===== config.mk =====
export PLATFORM = sky130hd
export DESIGN_NAME = clse_seq
export DESIGN_NICKNAME = d
export VERILOG_FILES = /design/src/sv/clse_pkg.sv /design/src/sv/clse_alu.sv /design/src/sv/clse_seq.sv
export SDC_FILE = /design/constraint.sdc
export NUM_CORES = 1
export LEC_CHECK = 0
export BUFFER_PORTS_ARGS = -buffer_cell sky130_fd_sc_hd__clkbuf_2
export CORE_ASPECT_RATIO = 1.75
export CORE_MARGIN = 1
export CORE_UTILIZATION = 36
export DETAILED_ROUTE_END_ITERATION = 10
export PLACE_DENSITY_LB_ADDON = 0.08
export SLEW_MARGIN = 40
export SYNTH_ARGS = -nofsm -noshare
export SYNTH_HDL_FRONTEND = slang
export SYNTH_SLANG_ARGS = --single-unit

===== constraint.sdc =====
create_clock -name clk -period 12.2 [get_ports clk]
set_input_delay 0.61 -clock clk [delete_from_list [all_inputs] [get_ports clk]]
set_output_delay 0.61 -clock clk [all_outputs]
set_load 0.01 [all_outputs]

===== src/sv/clse_pkg.sv =====
// Shared types, request codes, opcodes and sequencer states of the load/store executor.
package clse_pkg;

	localparam int MEM_ADDR_BITS_DEF = 16;

	// Request kinds carried on the input tuser
	localparam logic [1:0] REQ_WRITE  = 2'd0;
	localparam logic [1:0] REQ_SET_PC = 2'd1;
	localparam logic [1:0] REQ_EXEC   = 2'd2;

	// Supported opcodes
	localparam logic [7:0] OP_LDA_IMM = 8'hA9;
	localparam logic [7:0] OP_LDA_ZP  = 8'hA5;
	localparam logic [7:0] OP_LDA_ZPX = 8'hB5;
	localparam logic [7:0] OP_LDA_ABS = 8'hAD;
	localparam logic [7:0] OP_LDA_ABX = 8'hBD;
	localparam logic [7:0] OP_LDA_ABY = 8'hB9;
	localparam logic [7:0] OP_LDA_INX = 8'hA1;
	localparam logic [7:0] OP_LDA_INY = 8'hB1;
	localparam logic [7:0] OP_LDX_IMM = 8'hA2;
	localparam logic [7:0] OP_LDY_IMM = 8'hA0;
	localparam logic [7:0] OP_STA_ZP  = 8'h85;
	localparam logic [7:0] OP_STX_ZP  = 8'h86;
	localparam logic [7:0] OP_STY_ZP  = 8'h84;

	typedef enum logic [2:0] {
		ST_IDLE,
		ST_FETCH_OP,
		ST_OPER1,
		ST_OPER2,
		ST_PTR_HI,
		ST_PTR_END,
		ST_LOAD,
		ST_DONE
	} state_t;

	typedef struct packed {
		logic        we;
		logic [15:0] addr;
		logic [7:0]  wdata;
	} mem_req_t;

	typedef struct packed {
		logic [15:0] a;
		logic [15:0] b;
	} alu_in_t;

	typedef struct packed {
		logic [15:0] sum;
		logic        page_cross;
	} alu_out_t;

	typedef struct packed {
		logic idle;
		logic res_valid;
	} seq_stat_t;

	typedef struct packed {
		logic [2:0]  cycles;
		logic [7:0]  acc;
		logic [7:0]  x;
		logic [7:0]  y;
		logic [15:0] pc;
	} result_t;

endpackage


===== src/sv/clse_alu.sv =====
// Shared 16-bit address adder with page-cross detection.
module clse_alu (
	input  clse_pkg::alu_in_t  op,
	output clse_pkg::alu_out_t res
);

	logic [16:0] sum;

	assign sum = {1'b0, op.a} + {1'b0, op.b};

	// The index operand never exceeds one byte, so a change of bit 8 relative
	// to the base means the low byte carried into the page.
	assign res.sum        = sum[15:0];
	assign res.page_cross = sum[8] ^ op.a[8];

endmodule


===== src/sv/clse_seq.sv =====
// Instruction sequencer: fetches, decodes and executes one request over several cycles.
module clse_seq (
	input  logic                 clk,
	input  logic                 arst_n,
	input  logic                 start,
	input  logic [1:0]           req_type,
	input  logic [15:0]          address,
	input  logic [7:0]           write_byte,
	input  logic [7:0]           rdata,
	input  logic                 res_taken,
	output clse_pkg::mem_req_t   mem_req,
	output clse_pkg::seq_stat_t  stat,
	output clse_pkg::result_t    result
);

	clse_pkg::state_t   state_q, state_d;
	clse_pkg::alu_in_t  alu_in;
	clse_pkg::alu_out_t alu_out;

	logic [7:0]  acc_q, acc_d;
	logic [7:0]  x_q, x_d;
	logic [7:0]  y_q, y_d;
	logic [15:0] pc_q, pc_d;
	logic [7:0]  op_q, op_d;
	logic [7:0]  lo_q, lo_d;
	logic [2:0]  cyc_q, cyc_d;

	clse_alu u_alu (
		.op  (alu_in),
		.res (alu_out)
	);

	always_ff @(posedge clk or negedge arst_n) begin
		if (!arst_n) begin
			state_q <= clse_pkg::ST_IDLE;
		end else begin
			state_q <= state_d;
		end
	end

	always_ff @(posedge clk or negedge arst_n) begin
		if (!arst_n) begin
			acc_q <= '0;
			x_q   <= '0;
			y_q   <= '0;
			pc_q  <= '0;
		end else begin
			acc_q <= acc_d;
			x_q   <= x_d;
			y_q   <= y_d;
			pc_q  <= pc_d;
		end
	end

	always_ff @(posedge clk) begin
		op_q  <= op_d;
		lo_q  <= lo_d;
		cyc_q <= cyc_d;
	end

	always_comb begin
		state_d = state_q;
		acc_d   = acc_q;
		x_d     = x_q;
		y_d     = y_q;
		pc_d    = pc_q;
		op_d    = op_q;
		lo_d    = lo_q;
		cyc_d   = cyc_q;
		mem_req = '0;
		alu_in  = '0;
		case (state_q)
			clse_pkg::ST_IDLE: begin
				if (start) begin
					cyc_d   = 3'd0;
					state_d = clse_pkg::ST_DONE;
					case (req_type)
						clse_pkg::REQ_WRITE: begin
							mem_req.we    = 1'b1;
							mem_req.addr  = address;
							mem_req.wdata = write_byte;
						end
						clse_pkg::REQ_SET_PC: begin
							pc_d = address;
						end
						clse_pkg::REQ_EXEC: begin
							mem_req.addr = pc_q;
							alu_in.a     = pc_q;
							alu_in.b     = 16'd1;
							pc_d         = alu_out.sum;
							state_d      = clse_pkg::ST_FETCH_OP;
						end
						default: begin
						end
					endcase
				end
			end
			clse_pkg::ST_FETCH_OP: begin
				op_d  = rdata;
				cyc_d = 3'd2;
				if (rdata inside {clse_pkg::OP_LDA_IMM, clse_pkg::OP_LDA_ZP,
						clse_pkg::OP_LDA_ZPX, clse_pkg::OP_LDA_ABS, clse_pkg::OP_LDA_ABX,
						clse_pkg::OP_LDA_ABY, clse_pkg::OP_LDA_INX, clse_pkg::OP_LDA_INY,
						clse_pkg::OP_LDX_IMM, clse_pkg::OP_LDY_IMM, clse_pkg::OP_STA_ZP,
						clse_pkg::OP_STX_ZP, clse_pkg::OP_STY_ZP}) begin
					mem_req.addr = pc_q;
					alu_in.a     = pc_q;
					alu_in.b     = 16'd1;
					pc_d         = alu_out.sum;
					state_d      = clse_pkg::ST_OPER1;
				end else begin
					// Unsupported opcodes only step past the opcode byte.
					state_d = clse_pkg::ST_DONE;
				end
			end
			clse_pkg::ST_OPER1: begin
				lo_d    = rdata;
				state_d = clse_pkg::ST_DONE;
				case (op_q)
					clse_pkg::OP_LDA_IMM: acc_d = rdata;
					clse_pkg::OP_LDX_IMM: x_d = rdata;
					clse_pkg::OP_LDY_IMM: y_d = rdata;
					clse_pkg::OP_LDA_ZP: begin
						mem_req.addr = {8'h00, rdata};
						cyc_d        = 3'd3;
						state_d      = clse_pkg::ST_LOAD;
					end
					clse_pkg::OP_LDA_ZPX: begin
						alu_in.a     = {8'h00, rdata};
						alu_in.b     = {8'h00, x_q};
						mem_req.addr = {8'h00, alu_out.sum[7:0]};
						cyc_d        = 3'd4;
						state_d      = clse_pkg::ST_LOAD;
					end
					clse_pkg::OP_LDA_ABS, clse_pkg::OP_LDA_ABX, clse_pkg::OP_LDA_ABY: begin
						mem_req.addr = pc_q;
						alu_in.a     = pc_q;
						alu_in.b     = 16'd1;
						pc_d         = alu_out.sum;
						state_d      = clse_pkg::ST_OPER2;
					end
					clse_pkg::OP_LDA_INX: begin
						alu_in.a     = {8'h00, rdata};
						alu_in.b     = {8'h00, x_q};
						mem_req.addr = {8'h00, alu_out.sum[7:0]};
						lo_d         = alu_out.sum[7:0];
						cyc_d        = 3'd6;
						state_d      = clse_pkg::ST_PTR_HI;
					end
					clse_pkg::OP_LDA_INY: begin
						mem_req.addr = {8'h00, rdata};
						cyc_d        = 3'd5;
						state_d      = clse_pkg::ST_PTR_HI;
					end
					clse_pkg::OP_STA_ZP, clse_pkg::OP_STX_ZP, clse_pkg::OP_STY_ZP: begin
						mem_req.we   = 1'b1;
						mem_req.addr = {8'h00, rdata};
						cyc_d        = 3'd3;
						case (op_q)
							clse_pkg::OP_STA_ZP: mem_req.wdata = acc_q;
							clse_pkg::OP_STX_ZP: mem_req.wdata = x_q;
							default:             mem_req.wdata = y_q;
						endcase
					end
					default: begin
					end
				endcase
			end
			clse_pkg::ST_OPER2: begin
				state_d = clse_pkg::ST_LOAD;
				if (op_q == clse_pkg::OP_LDA_ABS) begin
					mem_req.addr = {rdata, lo_q};
					cyc_d        = 3'd4;
				end else begin
					alu_in.a     = {rdata, lo_q};
					alu_in.b     = {8'h00, (op_q == clse_pkg::OP_LDA_ABX) ? x_q : y_q};
					mem_req.addr = alu_out.sum;
					cyc_d        = 3'd4 + {2'b00, alu_out.page_cross};
				end
			end
			clse_pkg::ST_PTR_HI: begin
				// Second pointer byte wraps inside page zero.
				alu_in.a     = {8'h00, lo_q};
				alu_in.b     = 16'd1;
				mem_req.addr = {8'h00, alu_out.sum[7:0]};
				lo_d         = rdata;
				state_d      = clse_pkg::ST_PTR_END;
			end
			clse_pkg::ST_PTR_END: begin
				state_d = clse_pkg::ST_LOAD;
				if (op_q == clse_pkg::OP_LDA_INX) begin
					mem_req.addr = {rdata, lo_q};
				end else begin
					alu_in.a     = {rdata, lo_q};
					alu_in.b     = {8'h00, y_q};
					mem_req.addr = alu_out.sum;
					cyc_d        = cyc_q + {2'b00, alu_out.page_cross};
				end
			end
			clse_pkg::ST_LOAD: begin
				acc_d   = rdata;
				state_d = clse_pkg::ST_DONE;
			end
			clse_pkg::ST_DONE: begin
				if (res_taken) begin
					state_d = clse_pkg::ST_IDLE;
				end
			end
			default: begin
				state_d = clse_pkg::ST_IDLE;
			end
		endcase
	end

	assign stat.idle      = (state_q == clse_pkg::ST_IDLE);
	assign stat.res_valid = (state_q == clse_pkg::ST_DONE);

	assign result.cycles = cyc_q;
	assign result.acc    = acc_q;
	assign result.x      = x_q;
	assign result.y      = y_q;
	assign result.pc     = pc_q;

endmodule


## Word level (Yosys, flattened, before mapping)

Cells that the tools add are included.

| word-level totals | value |
|---|---|
| bits of input ports | 38 |
| flip-flop bits (word level) | 62 |

| operators by class | value |
|---|---|
| reductions and logical operators | 21 |
| add/sub/neg operators | 3 |
| bitwise operators | 1 |
| equality and inequality tests | 43 |
| multiplexer cells | 42 |

Operator list:

| operator | count |
|---|---|
| 8-bit equality test (second input constant) | 26 |
| 32-bit case mux with 6 select lines | 1 |
| 32-bit 2-to-1 mux | 5 |
| 16-bit 2-to-1 mux | 6 |
| 16-bit case mux with 3 select lines | 2 |
| 16-bit case mux with 6 select lines | 1 |
| 16-bit case mux with 2 select lines | 2 |
| 32-bit case mux with 2 select lines | 1 |
| 8-bit case mux with 2 select lines | 4 |
| 8-bit 2-to-1 mux | 5 |
| 25-bit 2-to-1 mux | 1 |
| 3-bit 2-to-1 mux | 7 |
| 3-bit case mux with 7 select lines | 1 |
| 16-bit adder | 1 |
| 3-bit case mux with 5 select lines | 1 |
| 13-bit nonzero test | 1 |
| 3-bit equality test (second input constant) | 4 |
| 3-bit case mux with 4 select lines | 1 |
| 3-bit case mux with 3 select lines | 1 |
| 2-bit != test (second input constant) | 4 |
| 2-bit AND reduction | 4 |
| 2-bit OR reduction | 4 |
| 3-bit by 2-bit equality test with 1-bit output (second input constant) | 2 |
| 3-bit OR reduction | 2 |
| 20 further kinds | 23 |

## Logic depth before layout (Yosys ltp)

| logic depth | value |
|---|---|
| depth in word-level cells | 9 |
| mapped depth | 23 |
| mapped depth without buffers | 21 |

## Modules after synthesis

A second synthesis with hierarchy kept.

| unflattened totals | value |
|---|---|
| cells, all modules | 486 |
| area total of the unflattened synthesis | 4904.7 um^2 |

By module, submodules not included:

| module | instances | seq. area each (um^2) | area an instance (um^2) | cells each |
|---|---|---|---|---|
| clse_seq | 1 | 1646.6 | 4205.3 | 393 |
| clse_alu | 1 | 0.0 | 699.4 | 93 |

## Worst setup path before layout

No wires, ideal clock.

| timing path | value |
|---|---|
| path kind | input to output |
| start point | input rdata[6] |
| end point | output mem_req[22] in the netlist's numbering |
| path buffers | 3 |
| data required time | 11.590 ns |
| stages on the path | 19 |
| arrival | 4.182 ns |
| slack | 7.408 ns |
| cell sequence | clkbuf_1 nand4b_1 nor4_2 or2_1 buf_6 clkbuf_1 nand2_1 nand2_1 ha_1 inv_1 fa_1 nor2b_1 o21ai_0 a21boi_0 o41ai_2 a21oi_1 nand4_1 xor2_1 o211ai_1 |

RTL lines:

| element | RTL line | source |
|---|---|---|
| start: declaration | clse_seq.sv:9 | `input logic [7:0] rdata,` |
| end: declaration | clse_seq.sv:11 | `output clse_pkg::mem_req_t mem_req,` |

==> metrics.cfg <==
[sta]
slew_headroom_pct = 41.3
setup_ws_ns = 6.29
hold_viol_final = 0
worstMarginPinSlew_ns = 0.877
tns_ns = 0
timing.hold.ws_ns = 0.370
fmax_mhz = 169
finalSetupViolCount = 0
rsz0062_at_grt = false
min_period_ns = 5.91
maxSlewViolCount = 0
fin_crit_sh_pct = 48.4
clock_skew_ns = 0.00856

[setup_path]
cp_max_fo = 20
start_kind = flop
crit_required_ns = 11.59
crit_chain = inv_1, nand2_1, nor4_2, or2_1, nand2_1, nand2_1, ha_1, inv_1, fa_1, nor2b_1, o21ai_0, a21boi_0, o41ai_2, a21oi_1, nand4_1, xor2_1, o211ai_1, clkbuf_2
crit_type = flop to output port
cp_slowest_cell = nor4_2
reg2reg_depth = 18
critPathMaxStageDelay_ns = 0.70
worst_setup_path_end_kind = output port
reg2reg_slack_ns = 7.04
critical-path-top-delay-family = simple AND/OR/NAND/NOR gates
critical_path_buf_inv_count = 3
reg2reg_to = cyc_q[2]
r2r-start = state_q[1]
cpMostUsedCell = nand2_1
crit_arrival_ns = 5.30

[cells_and_area]
final_cells = 776
syn_to_final_growth_pct = 21.0
design_area_um2 = 5540
layout.nets = 652
drive_above_1_share_pct = 30.3
diodes = 0

[clocking]
cts_max_path_buffers = 2
cts.sinks = 62
path_clk_slew_ns = 0.06
cts_root_buffer = clkbuf_16
cts.htree.levels = 3
ctsResizeCount = 0
postCtsSetupBuffers = 0
cts_made_buffers = 9
tritoncts = done
clk_latency_ns = 0.34
cts_hold_buffers = 0

[floorplanning]
die_height_um = 151
num_rows = 54
core_area_um2 = 12400
dieArea_um2 = 13200
die_w_um = 87.2
num_io_pins = 108
start_util_pct = 36.8

[synthesis]
synth.avg_cell_area_um2 = 8.92
syn-cell-area_um2 = 4580
synth_seq_cells = 62
synthArstFlopShare_pct = 69.4
synth_cell_types = 71
ys_seq_area_share_pct = 36.0
yosys_warnings = 0
synth-edff-count = 19
yosys.area.top_type = dfrtp_1
synthDominantCellAreaShare_pct = 23.5
yosys-top-cells-area = dfrtp_1, edfxtp_1, mux2_2
netlist_instances = 513
synthFlopType = dfrtp_1
yosys-top-cells-count = nand2_1, nor2_1, dfrtp_1
synth_fp_nets = 562
synth.most_common_cell = nand2_1

[place]
post_dp_cell_area_um2 = 5210
place_inst = 760
gp_congestion = 0.895
numPortBuffers = 107
hpwl_um = 11400
preCtsSetupSlack_ns = 6.45

[routing]
routed_wl_um = 15700
ant_nets = 0
drc_errors = 0
wl_per_cell_um = 20.2
drtIter0Drc = 237
vias_per_cell = 5.75
num_vias = 4462
drt_pass1_iterations = 5

[grt]
grt_start_max_net_pins = 44
antenna_found_initial = 0
grt_pass1_wl_um = 24200
grt_pass1_vias = 4523
grtUsageTotal_pct = 24.8
overflow = 0

[power]
powerDensity_nw_per_um2 = 198
peakVddDrop_mv = 0.0920
leakagePower_uw = 0.00249

[min_path]
min_path_type = input pin to asynchronous set/reset pin

[outcome]
status = complete, no violations

[flow_run]
cap_violations = 0

==> where the power goes <==
group	leakage (uW)	total (uW)	switching, uW	internal, uW
logic	0.00165	478	280	198
clock network	0.000151	265	105	161
registers	0.000688	352	71.7	280
total	0.00249	1100	457	639
==> area by class of cell <==
type / instances / area (um2)
Clock buffer: 9 / 225
Clock inverter: 7 / 78.8
Fill cell: 1304 / 6900
Inverter: 15 / 56.3
Multi-Input combinational cell: 407 / 2770
Sequential cell: 62 / 1650
Tap cell: 168 / 210
Timing Repair Buffer: 108 / 543
==> worst max path at each step <==
stage | to | depth (start not counted) | startpoint
floorplan | mem_req[22] | 19 | rdata[6]
global placement | mem_req[22] | 19 | rdata[5]
detailed placement | mem_req[22] | 19 | rdata[5]
CTS | mem_req[22] | 18 | op_q[6]
global route | mem_req[22] | 18 | state_q[1]
finish | mem_req[22] | 18 | state_q[1]
==> sequential cells by signal, indices dropped and copies added (netlist names) <==
| signal | flops |
|---|---|
| op_q | 8 |
| acc_q | 8 |
| y_q | 8 |
| pc_q | 16 |
| lo_q | 8 |
| x_q | 8 |
| cyc_q | 3 |
| state_q | 3 |
==> logic make-up (layout without fill, tap and decap cells) <==
kind of cell,count (synthesis),count (layout),synth area share (%)
and+or+nand+nor,189,189,20.3
buffers and inverters,44,139,4.24
muxes,33,33,8.07
xor gates and xnor gates,18,18,3.45
AOI/OAI and AO/OA,156,156,24.7
adders and majority gates,11,11,3.17
DFF,62,62,36.0
==> layout by cell type (no fill, tap or decap), types with 4 or more instances in the layout <==
cell type	instances
o211ai_1	5
a22o_1	18
nand4_1	6
xnor2_1	8
nand3b_1	4
nor2b_1	6
a221oi_1	7
a31oi_1	8
o21ai_0	17
a21o_1	10
nand2b_1	6
clkbuf_2	107
inv_1	15
clkbuf_16	9
nand3_1	12
edfxtp_1	19
o21ai_1	6
or2_2	8
mux2_2	31
xor2_1	10
a22oi_1	24
dfrtp_1	42
ha_1	10
nor2_1	43
nor3_1	6
nand2_1	70
a211oi_1	10
a21oi_1	22
==> per-layer routing <==
layer | global-route usage (%) | part of all wire [%] | vias up
met3 | 3.65 | 4.5 | 30
met5 | 0 | 0 | -
li1 | - | - | 2090
met2 | 45.6 | 54 | 162
met1 | 28.1 | 39 | 2180
met4 | 10.2 | 2.5 | 0
==> worst register-to-register path: stages, from the launching register on <==
cell and delay (ns):
dfrtp_1 0.55, inv_1 0.22, nand2_1 0.15, nor4_2 0.70, or2_1 0.70, nand2_1 0.16, nand2_1 0.10, ha_1 0.27
nor2b_1 0.14, o21ai_0 0.20, a21boi_0 0.17, o41ai_2 0.59, inv_1 0.16, ha_1 0.22, ha_1 0.19, xnor2_1 0.15
o21ai_0 0.09, nand2_1 0.07, o21ai_0 0.08
==> metrics by stage <==
step,util [%],power (uW)
final,44.5,1100
after global routing,44.5,1170
after CTS,44.3,1100
after detailed placement,41.9,827
after global placement,41.8,819
after floorplan,-,655
Power figures use the tool's default switching activity.
